--- src/lpe_pkg.sv ---
package lpe_pkg;

    // Field widths of the input and result words.
    localparam int X_W   = 32;
    localparam int DEG_W = 8;
    localparam int N_W   = DEG_W - 1;

    // Fixed-point format and degree limit.
    localparam int FRAC_BITS  = 30;
    localparam int MAX_DEGREE = 127;

    // Internal widths: full product, recurrence numerator, divider dividend.
    localparam int PROD_W     = 2 * X_W;
    localparam int NUM_W      = 41;
    localparam int DIV_BITS   = 8;
    localparam int DVD_W      = 40;
    localparam int DIV_ROUNDS = DVD_W / DIV_BITS;
    localparam int RND_W      = $clog2(DIV_ROUNDS);

    localparam logic signed [X_W-1:0] FX_ONE = X_W'(64'd1 << FRAC_BITS);
    localparam logic [N_W-1:0]        N_MAX  = N_W'(MAX_DEGREE);

    // Commands from the controller to the datapath.
    typedef struct packed {
        logic load;
        logic mul;
        logic num;
        logic div;
        logic upd;
    } lpe_cmd_t;

    // Status from the datapath to the controller.
    typedef struct packed {
        logic special;
        logic last_step;
    } lpe_stat_t;

endpackage

--- src/legendre_poly_eval_core.sv ---
// Channel  Handshake          Word fields
// s_       s_valid / s_ready  s_arg_x (32, signed Q1.30), s_degree (8, signed)
// m_       m_valid / m_ready  m_value (32, signed Q1.30)
//
// One word is in flight at a time: s_ready drops at acceptance and returns the
// cycle after the result is taken. Closed forms (negative degree, x at plus or
// minus one, degree zero or one) raise m_valid from the CHECK state after
// acceptance; otherwise m_valid rises after the last recurrence step, each step taking a
// multiply, a numerator, five divider rounds of eight quotient bits and an
// update. Reset is synchronous, active low, and clears the controller.
module legendre_poly_eval_core
    import lpe_pkg::*;
(
    input  logic                    aclk,
    input  logic                    aresetn,
    input  logic                    s_valid,
    output logic                    s_ready,
    input  logic signed [X_W-1:0]   s_arg_x,
    input  logic signed [DEG_W-1:0] s_degree,
    output logic                    m_valid,
    input  logic                    m_ready,
    output logic signed [X_W-1:0]   m_value
);

    lpe_cmd_t  cmd;
    lpe_stat_t stat;

    // Sequencer.
    lpe_ctrl u_ctrl (
        .aclk    (aclk),
        .aresetn (aresetn),
        .s_valid (s_valid),
        .s_ready (s_ready),
        .m_valid (m_valid),
        .m_ready (m_ready),
        .stat    (stat),
        .cmd     (cmd)
    );

    // Arithmetic and operand registers.
    lpe_datapath u_datapath (
        .aclk     (aclk),
        .s_arg_x  (s_arg_x),
        .s_degree (s_degree),
        .cmd      (cmd),
        .stat     (stat),
        .m_value  (m_value)
    );

endmodule

--- src/lpe_ctrl.sv ---
module lpe_ctrl
    import lpe_pkg::*;
(
    input  logic      aclk,
    input  logic      aresetn,
    input  logic      s_valid,
    output logic      s_ready,
    output logic      m_valid,
    input  logic      m_ready,
    input  lpe_stat_t stat,
    output lpe_cmd_t  cmd
);

    typedef enum logic [2:0] {
        ST_IDLE,
        ST_CHECK,
        ST_MUL,
        ST_NUM,
        ST_DIV,
        ST_UPD,
        ST_DONE
    } state_t;

    state_t           state_reg;
    logic             s_ready_reg;
    logic             m_valid_reg;
    logic [RND_W-1:0] rnd_reg;

    // Sequencer: one recurrence step is MUL, NUM, the divider rounds and UPD.
    always_ff @(posedge aclk) begin
        if (!aresetn) begin
            state_reg   <= ST_IDLE;
            s_ready_reg <= 1'b1;
            m_valid_reg <= 1'b0;
            rnd_reg     <= '0;
        end else begin
            case (state_reg)
                ST_IDLE: begin
                    if (s_valid && s_ready_reg) begin
                        state_reg   <= ST_CHECK;
                        s_ready_reg <= 1'b0;
                    end
                end
                ST_CHECK: begin
                    if (stat.special) begin
                        state_reg   <= ST_DONE;
                        m_valid_reg <= 1'b1;
                    end else begin
                        state_reg <= ST_MUL;
                    end
                end
                ST_MUL: begin
                    state_reg <= ST_NUM;
                end
                ST_NUM: begin
                    state_reg <= ST_DIV;
                    rnd_reg   <= '0;
                end
                ST_DIV: begin
                    if (rnd_reg == RND_W'(DIV_ROUNDS - 1)) begin
                        state_reg <= ST_UPD;
                    end else begin
                        rnd_reg <= rnd_reg + RND_W'(1);
                    end
                end
                ST_UPD: begin
                    if (stat.last_step) begin
                        state_reg   <= ST_DONE;
                        m_valid_reg <= 1'b1;
                    end else begin
                        state_reg <= ST_MUL;
                    end
                end
                ST_DONE: begin
                    if (m_ready) begin
                        state_reg   <= ST_IDLE;
                        m_valid_reg <= 1'b0;
                        s_ready_reg <= 1'b1;
                    end
                end
                default: begin
                    state_reg <= ST_IDLE;
                end
            endcase
        end
    end

    // Datapath commands follow the state.
    always_comb begin
        cmd.load = (state_reg == ST_IDLE) && s_valid && s_ready_reg;
        cmd.mul  = (state_reg == ST_MUL);
        cmd.num  = (state_reg == ST_NUM);
        cmd.div  = (state_reg == ST_DIV);
        cmd.upd  = (state_reg == ST_UPD);
    end

    assign s_ready = s_ready_reg;
    assign m_valid = m_valid_reg;

endmodule

--- src/lpe_datapath.sv ---
module lpe_datapath
    import lpe_pkg::*;
(
    input  logic                    aclk,
    input  logic signed [X_W-1:0]   s_arg_x,
    input  logic signed [DEG_W-1:0] s_degree,
    input  lpe_cmd_t                cmd,
    output lpe_stat_t               stat,
    output logic signed [X_W-1:0]   m_value
);

    logic signed [X_W-1:0]    x_reg, p0_reg, p1_reg, res_reg;
    logic [N_W-1:0]           n_reg, k_reg;
    logic                     special_reg;
    logic signed [PROD_W-1:0] prod_reg;
    logic signed [NUM_W-1:0]  pk_reg;
    logic                     neg_reg;
    logic [DVD_W-1:0]         dvd_reg, quo_reg;
    logic [N_W-1:0]           rem_reg;

    // Argument clamp, degree limit and the closed-form cases.
    logic signed [X_W-1:0] x_c;
    logic [N_W-1:0]        n_c;
    logic signed [X_W-1:0] sp_value;
    logic                  sp_hit;

    always_comb begin
        if (s_arg_x > FX_ONE) begin
            x_c = FX_ONE;
        end else if (s_arg_x < -FX_ONE) begin
            x_c = -FX_ONE;
        end else begin
            x_c = s_arg_x;
        end
        if (s_degree[DEG_W-1]) begin
            n_c = '0;
        end else if (s_degree[N_W-1:0] > N_MAX) begin
            n_c = N_MAX;
        end else begin
            n_c = s_degree[N_W-1:0];
        end
        sp_hit   = 1'b1;
        sp_value = FX_ONE;
        if (s_degree[DEG_W-1]) begin
            sp_value = '0;
        end else if (x_c == FX_ONE) begin
            sp_value = FX_ONE;
        end else if (x_c == -FX_ONE) begin
            sp_value = n_c[0] ? -FX_ONE : FX_ONE;
        end else if (n_c == '0) begin
            sp_value = FX_ONE;
        end else if (n_c == N_W'(1)) begin
            sp_value = x_c;
        end else begin
            sp_hit = 1'b0;
        end
    end

    // Numerator of one step: (2k+1)*floor(x*P1 / one) - k*P0.
    logic signed [X_W-1:0]   t_val;
    logic signed [NUM_W-1:0] num_val;
    logic [DVD_W-1:0]        num_mag;

    always_comb begin
        t_val   = $signed(prod_reg[FRAC_BITS+X_W-1:FRAC_BITS]);
        num_val = NUM_W'(t_val) * NUM_W'($signed({1'b0, k_reg, 1'b1})) - pk_reg;
        if (num_val[NUM_W-1]) begin
            num_mag = DVD_W'(-num_val);
        end else begin
            num_mag = DVD_W'(num_val);
        end
    end

    // One divider round: eight restoring steps by the divisor k+1.
    logic [N_W-1:0]      dsr;
    logic [N_W-1:0]      rem_step;
    logic [N_W:0]        trial;
    logic [DIV_BITS-1:0] qbits;

    always_comb begin
        dsr      = k_reg + N_W'(1);
        rem_step = rem_reg;
        trial    = '0;
        qbits    = '0;
        for (int i = 0; i < DIV_BITS; i++) begin
            trial = {rem_step, dvd_reg[DVD_W-1-i]};
            if (trial >= {1'b0, dsr}) begin
                trial                 = trial - {1'b0, dsr};
                qbits[DIV_BITS-1-i]   = 1'b1;
            end
            rem_step = trial[N_W-1:0];
        end
    end

    // Clamp the quotient to one and restore the sign.
    logic signed [X_W-1:0] q_mag, p_new;

    always_comb begin
        if (quo_reg > DVD_W'(FX_ONE)) begin
            q_mag = FX_ONE;
        end else begin
            q_mag = quo_reg[X_W-1:0];
        end
        p_new = neg_reg ? -q_mag : q_mag;
    end

    // Datapath registers.
    always_ff @(posedge aclk) begin
        if (cmd.load) begin
            x_reg       <= x_c;
            n_reg       <= n_c;
            k_reg       <= N_W'(1);
            p0_reg      <= FX_ONE;
            p1_reg      <= x_c;
            special_reg <= sp_hit;
            res_reg     <= sp_value;
        end
        if (cmd.mul) begin
            prod_reg <= PROD_W'(x_reg) * PROD_W'(p1_reg);
            pk_reg   <= NUM_W'(p0_reg) * NUM_W'($signed({1'b0, k_reg}));
        end
        if (cmd.num) begin
            neg_reg <= num_val[NUM_W-1];
            dvd_reg <= num_mag;
            rem_reg <= '0;
            quo_reg <= '0;
        end
        if (cmd.div) begin
            dvd_reg <= {dvd_reg[DVD_W-DIV_BITS-1:0], {DIV_BITS{1'b0}}};
            rem_reg <= rem_step;
            quo_reg <= {quo_reg[DVD_W-DIV_BITS-1:0], qbits};
        end
        if (cmd.upd) begin
            p0_reg  <= p1_reg;
            p1_reg  <= p_new;
            res_reg <= p_new;
            k_reg   <= k_reg + N_W'(1);
        end
    end

    assign stat.special   = special_reg;
    assign stat.last_step = (k_reg + N_W'(1)) == n_reg;
    assign m_value        = res_reg;

endmodule
--- config.mk ---
export PLATFORM = sky130hd
export DESIGN_NAME = legendre_poly_eval_core
export DESIGN_NICKNAME = d
export VERILOG_FILES = /design/src/lpe_pkg.sv /design/src/legendre_poly_eval_core.sv /design/src/lpe_ctrl.sv /design/src/lpe_datapath.sv
export SDC_FILE = /design/constraint.sdc
export NUM_CORES = 2
export LEC_CHECK = 0
export BUFFER_PORTS_ARGS = -buffer_cell sky130_fd_sc_hd__buf_2
export CAP_MARGIN = 30
export CORE_MARGIN = 8
export CORE_UTILIZATION = 55
export DETAILED_ROUTE_END_ITERATION = 10
export PLACE_DENSITY = 0.79
export RECOVER_POWER = 25
export SYNTH_ARGS = -nofsm -noshare
export SYNTH_HDL_FRONTEND = slang
export SYNTH_SLANG_ARGS = --single-unit
--- constraint.sdc ---
create_clock -name aclk -period 31.1 [get_ports aclk]
set_input_delay 4.665 -clock aclk [delete_from_list [all_inputs] [get_ports aclk]]
set_output_delay 4.665 -clock aclk [all_outputs]
set_load 0.005 [all_outputs]
* After elaboration in Yosys (flattened, before gate mapping)
Index checks and enable logic that the tools add are counted. W data, S select, Z words.
Storage, ports and cells: flip-flop bits (word level) 342, bits in latches 0, bits in writable memories 0, ROM bits 0, word-level logic and storage cells 136, memories 0
Cells by class: $add $sub $neg 13, $mul 3, divide/modulo/power cells 0, order comparisons 12, equal/unequal tests 17, shifts and indexed selects 0, muxes and demuxes 59, bitwise operators 0, reduce and logical (&&, ||, !) cells 14
Operator list (count):
- $mux W32 | 16
- $mux W40 | 5
- $mux W7 | 14
- $ge A8 B7 Y1 | 8
- $mul A32 B32 Y62 | 1
- $sub A7 B7 Y7 | 8
- $mul A32 B9 Y41 | 1
- $sub A41 B41 Y41 | 1
- $gt A40 B31 Y1 const B | 1
- $mul A32 B8 Y40 | 1
- $neg A40 Y40 | 1
- $eq A32 B31 Y1 const B | 1
- $eq A32 B32 Y1 const B | 1
- $gt A32 B32 Y1 const B | 1
- $lt A32 B31 Y1 const B | 1
- $neg A32 Y32 | 1
- $pmux W3 S7 | 1
- $mux W3 | 6
- $mux W1 | 14
- $eq A3 B3 Y1 const B | 4
- $ne A2 B1 Y1 const B | 4
- $add A7 B1 Y7 const B | 1
- $eq A7 B1 Y1 const B | 1
- $eq A7 B7 Y1 | 1
- 17 further kinds | 24

* Longest topological paths before layout
depth after elaboration 18, depth in mapped cells 83

* By module
A second synthesis with hierarchy kept.
Second synthesis, totals: cells, all modules 7191, area, all modules 67861.3 um2
By module, submodules not included:
- lpe_datapath | instances 1, cells an instance 7133, area an instance 67365.9 um2
- lpe_ctrl | instances 1, cells an instance 58, area an instance 495.5 um2

* Worst setup path after synthesis
No wires, ideal clock.
path kind flip-flop to flip-flop, from register u_datapath.k_reg[0], to register u_datapath.rem_reg[6] (data pin), data arrival time 16.401 ns, slack 14.519 ns, cell stages (with the launch flop) 79, cell sequence edfxtp_1 > buf_2 > clkbuf_1 > clkbuf_1 > inv_1 > ha_1 > fa_1 > nor2b_1 > o31ai_1 > o2111a_1 > o21ai_1 > mux2_2 > ha_1 > o21ai_0 > o21bai_1 > a21oi_1 > o2bb2ai_1 > o21ai_2 > [43 not listed] > a21o_1 > a21oi_1 > o21bai_1 > a21oi_1 > o21ai_0 > a21o_1 > a31oi_4 > mux2_2 > ha_1 > a21o_1 > a21o_1 > a21oi_1 > o21ai_0 > a31oi_1 > o21ai_0 > o22a_1 > or4_1 > o311ai_1
On the way: word-level cells in the longest chain between the ends 18
RTL lines:
- start: declaration | line lpe_datapath.sv:13 | logic [N_W-1:0] n_reg, k_reg;
- start signal: assignment | line lpe_datapath.sv:137 | k_reg <= k_reg + N_W'(1);
- $add A7 B1 Y7 * | line lpe_datapath.sv:81 | dsr = k_reg + N_W'(1);
- net u_datapath.dsr[0] | line lpe_datapath.sv:75 | logic [N_W-1:0] dsr;
- $sub A7 B7 Y7 or $ge A8 B7 Y1 (tied branches) | line lpe_datapath.sv:88, lpe_datapath.sv:87
- $mux W7 | line lpe_datapath.sv:87 | if (trial >= {1'b0, dsr}) begin
- $sub A7 B7 Y7 or $ge A8 B7 Y1 (tied branches) | line lpe_datapath.sv:88, lpe_datapath.sv:87
- $mux W7 | line lpe_datapath.sv:87
- $sub A7 B7 Y7 or $ge A8 B7 Y1 (tied branches) | line lpe_datapath.sv:88, lpe_datapath.sv:87
- $mux W7 | line lpe_datapath.sv:87
- [3 not listed]
- $mux W7 | line lpe_datapath.sv:87
- $sub A7 B7 Y7 or $ge A8 B7 Y1 (tied branches) | line lpe_datapath.sv:88, lpe_datapath.sv:87
- $mux W7 | line lpe_datapath.sv:87
- $ge A8 B7 Y1 or $sub A7 B7 Y7 (tied branches) | line lpe_datapath.sv:87, lpe_datapath.sv:88
- $mux W7 | line lpe_datapath.sv:87
- $sub A7 B7 Y7 or $ge A8 B7 Y1 (tied branches) | line lpe_datapath.sv:88, lpe_datapath.sv:87
- $mux W7 * | line lpe_datapath.sv:87
- $mux W7 * | line lpe_datapath.sv:128 | if (cmd.div) begin
- end signal: assignment | line lpe_datapath.sv:130 | rem_reg <= rem_step;
- end: declaration | line lpe_datapath.sv:19 | logic [N_W-1:0] rem_reg;
Mark *: on every way through the listed nets, which the timed path passes. The rest lies on a longest branch. A chain may end at the register's enable or synchronous reset.

* Worst setup path after layout
from register u_datapath.k_reg[0], to register u_datapath.rem_reg[4] (data pin)
On the way: word-level cells in the longest chain between the ends 18
RTL lines (line):
- $add A7 B1 Y7 * | lpe_datapath.sv:81
- $sub A7 B7 Y7 or $ge A8 B7 Y1 (tied branches) | lpe_datapath.sv:88, lpe_datapath.sv:87
- $mux W7 | lpe_datapath.sv:87
- $sub A7 B7 Y7 or $ge A8 B7 Y1 (tied branches) | lpe_datapath.sv:88, lpe_datapath.sv:87
- $mux W7 | lpe_datapath.sv:87
- $sub A7 B7 Y7 or $ge A8 B7 Y1 (tied branches) | lpe_datapath.sv:88, lpe_datapath.sv:87
- $mux W7 | lpe_datapath.sv:87
- $sub A7 B7 Y7 or $ge A8 B7 Y1 (tied branches) | lpe_datapath.sv:88, lpe_datapath.sv:87
- [2 not listed]
- $mux W7 | lpe_datapath.sv:87
- $sub A7 B7 Y7 or $ge A8 B7 Y1 (tied branches) | lpe_datapath.sv:88, lpe_datapath.sv:87
- $mux W7 | lpe_datapath.sv:87
- $ge A8 B7 Y1 or $sub A7 B7 Y7 (tied branches) | lpe_datapath.sv:87, lpe_datapath.sv:88
- $mux W7 | lpe_datapath.sv:87
- $sub A7 B7 Y7 or $ge A8 B7 Y1 (tied branches) | lpe_datapath.sv:88, lpe_datapath.sv:87
- $mux W7 * | lpe_datapath.sv:87
- $mux W7 * | lpe_datapath.sv:128
Mark *: on every way between the ends. The rest lies on a longest branch, timed or not.

==> results.py <==
metrics = {
    "outcome": {
        "status": "finished, violations left",
        "violations": "capacitance limit, slew limit",
    },
    "timing": {
        "finalSetupViolations": 0,
        "rsz0062_at_grt": "no",
        "drv_slew": 256,
        "min_period_ns": 20.90,
        "finalHoldWorstSlack_ns": 0.454,
        "fin_worst_skew_ns": 0.0580,
        "tightest_slew_ns": 4.37,
        "max_slew_margin_pct": -191,
        "period_share_pct": 67.2,
        "hold_viol": 0,
        "finalSetupTns_ns": 0,
        "fmax_mhz": 47.8,
    },
    "clock_tree": {
        "cts.htree.levels": 2,
        "cts.sinks": 311,
        "clockRootBuffer": "clkbuf_16",
        "cts_tree": "built",
        "holdBufCountCts": 0,
        "postCtsResizedCells": 0,
        "numCtsBuffers": 37,
        "cts_setup_buffers": 0,
        "clockBufferDepth": 3,
        "path_clk_slew_ns": 0.06,
        "clk_latency_ns": 0.60,
    },
    "synthesis": {
        "synth_edf_count": 295,
        "synth_top_cell_by_area": "fa_1",
        "syn_nets": 9069,
        "syn_area_per_cell_um2": 9.50,
        "synth_top_area_share_pct": 43.5,
        "syn_area_um2": 67900,
        "yosys_warnings": 0,
        "synthTopCellsByArea": "fa_1 43%, edfxtp_1 13%, inv_1 9.1%",
        "ys_async_sr_fraction_pct": 0,
        "synth_cell_types": 94,
        "synth_cells": 7144,
        "synth_ff_type": "edfxtp_1",
        "ys_ff_latch": 311,
        "yosysSeqAreaShare_pct": 13.5,
    },
    "cells_and_area": {
        "n_fill_cell": 10258,
        "final_common_cell": "inv_1",
        "nNetsFinal": 8988,
        "final_util_pct": 57.7,
        "area_growth_pct": 4.75,
        "final_area_um2": 71100,
        "drive_above_1_share_pct": 3.96,
        "final_cell_mix": "1,639 x inv_1, 1,474 x fa_1, 1,018 x nand2_1",
    },
    "routing": {
        "drc": 0,
        "via_count": 49225,
        "wirelength_um": 182000,
        "final_antenna_net_count": 0,
        "drt-pass1-iter-count": 6,
        "drt_iter0_drc": 4052,
        "wl_per_cell_um": 20.8,
        "drt-vias-per-instance": 5.64,
    },
    "global_route": {
        "grt_pass1_vias": 53073,
        "track_usage_pct": 27.1,
        "grt_pass1_wl_um": 290000,
        "overflow": 0,
        "grt_max_degree": 75,
        "grt_antenna_before_repair": 13,
    },
    "setup_path": {
        "crit_fanout": 33,
        "cp_data_required_time_ns": 31.41,
        "reg2regPathDepth": 77,
        "timing.critical_path.mode_cell": "a21oi_1",
        "cp-start-kind": "register",
        "cp-end-kind": "register",
        "cp_slowest_stage_delay_ns": 1.21,
        "arrival_ns": 21.22,
        "slowest_stage": "clkbuf_1",
        "critPathKind": "reg -> reg",
    },
    "placed_design": {
        "gp_congestion": 0.914,
        "dpl.hpwl_um": 134000,
        "io_buffers": 77,
        "placed_cell_area_um2": 69900,
    },
    "flow_run": {
        "timing.max_cap.violations": 6,
    },
    "floorplanning": {
        "dieWidth_um": 367,
        "row_count": 129,
        "core_um2": 123000,
        "dieArea_um2": 135000,
        "die_h_um": 367,
        "io_pins": 78,
        "initial_utilization_pct": 55.1,
    },
    "worst_hold_path": {
        "hold_path_class": "reg -> reg",
        "worstHoldPathCells": 2,
    },
}
kinds of logic (layout without fill, tap and decap cells):
family,Yosys count,after routing,share of synthesized area (%)
xor gates and xnor gates,221,221,2.86
DFF,311,311,13.5
other,0,4,0
and+or+nand+nor,2181,2181,15.7
muxes,36,36,0.590
adders and majority gates,1882,1882,51.0
buffers and inverters,1934,1882,10.7
AOI/OAI and AO/OA,579,579,5.58
layout make-up:
type	instances	area (µm²)	area share [%]
clock buffers	42	955	1.34
diodes	4	10.0	0.0141
clock inverters	26	233	0.327
well taps	1637	2050	2.88
inverters	1640	6160	8.66
repair buffers	174	1090	1.54
multi-input cells	4899	51400	72.3
flip-flops and latches	311	9180	12.9
path summary, 6_finish.rpt:
check	to	start	slack, ns
setup reg to reg	u_datapath.rem_reg[4]	u_datapath.k_reg[0]	10.20
setup / recovery	u_datapath.rem_reg[4]	u_datapath.k_reg[0]	10.20
hold reg to reg	u_datapath.dvd_reg[4]	u_datapath.dvd_reg[4]	0.45
hold / removal	u_datapath.dvd_reg[4]	u_datapath.dvd_reg[4]	0.45
layer usage:
layer / part of all wire, % / vias to the layer above / track usage (%) / wire, µm
met5: 0.043 / - / 0 / 79
li1: - / 21223 / - / -
met1: 38 / 24798 / 34.7 / 69100
met2: 47 / 2596 / 44.8 / 85300
met3: 10 / 596 / 6.18 / 18500
met4: 4.8 / 12 / 10.8 / 8700
cells in the mapped netlist (8+ instances only):
| master | n |
|---|---|
| o211ai_1 | 8 |
| nand2_1 | 1017 |
| xnor2_1 | 138 |
| or3_1 | 19 |
| and2_1 | 709 |
| o21ai_0 | 132 |
| edfxtp_1 | 295 |
| ha_1 | 407 |
| or2_2 | 13 |
| xor2_1 | 82 |
| dfxtp_1 | 16 |
| nand2b_1 | 45 |
| o41ai_1 | 9 |
| nand4_1 | 21 |
| a31oi_1 | 17 |
| clkbuf_1 | 282 |
| mux2_2 | 21 |
| a211oi_1 | 14 |
| o21a_1 | 38 |
| o31ai_1 | 16 |
| inv_1 | 1639 |
| nor2b_1 | 24 |
| a21boi_0 | 11 |
| and3_1 | 19 |
| nor2_1 | 170 |
| nor3_1 | 51 |
| mux2i_1 | 13 |
| a21o_1 | 93 |
| o21bai_1 | 24 |
| a21oi_1 | 147 |
| nor4_1 | 12 |
| nand3_1 | 44 |
| fa_1 | 1474 |
per-stage QoR:
step	setup WS (ns)	cells
after floorplan	14.52	7144
after global placement	11.39	8659
after detailed placement	11.52	8660
after CTS	11.39	8728
after global routing	8.50	8730
final	10.20	8733
critical path, delay by kind of cell (launching register included):
family          cells  cell delay (ns)
buf+inv             2             1.92
compound gates     48             9.68
simple gates       11             2.57
xor+xnor            1             0.13
flops               1             0.31
fa+ha+maj           9             3.58
mux                 6             2.37
Power is not shown: default switching activity piles up to over one toggle a cycle in this logic, so the estimate is an artifact.
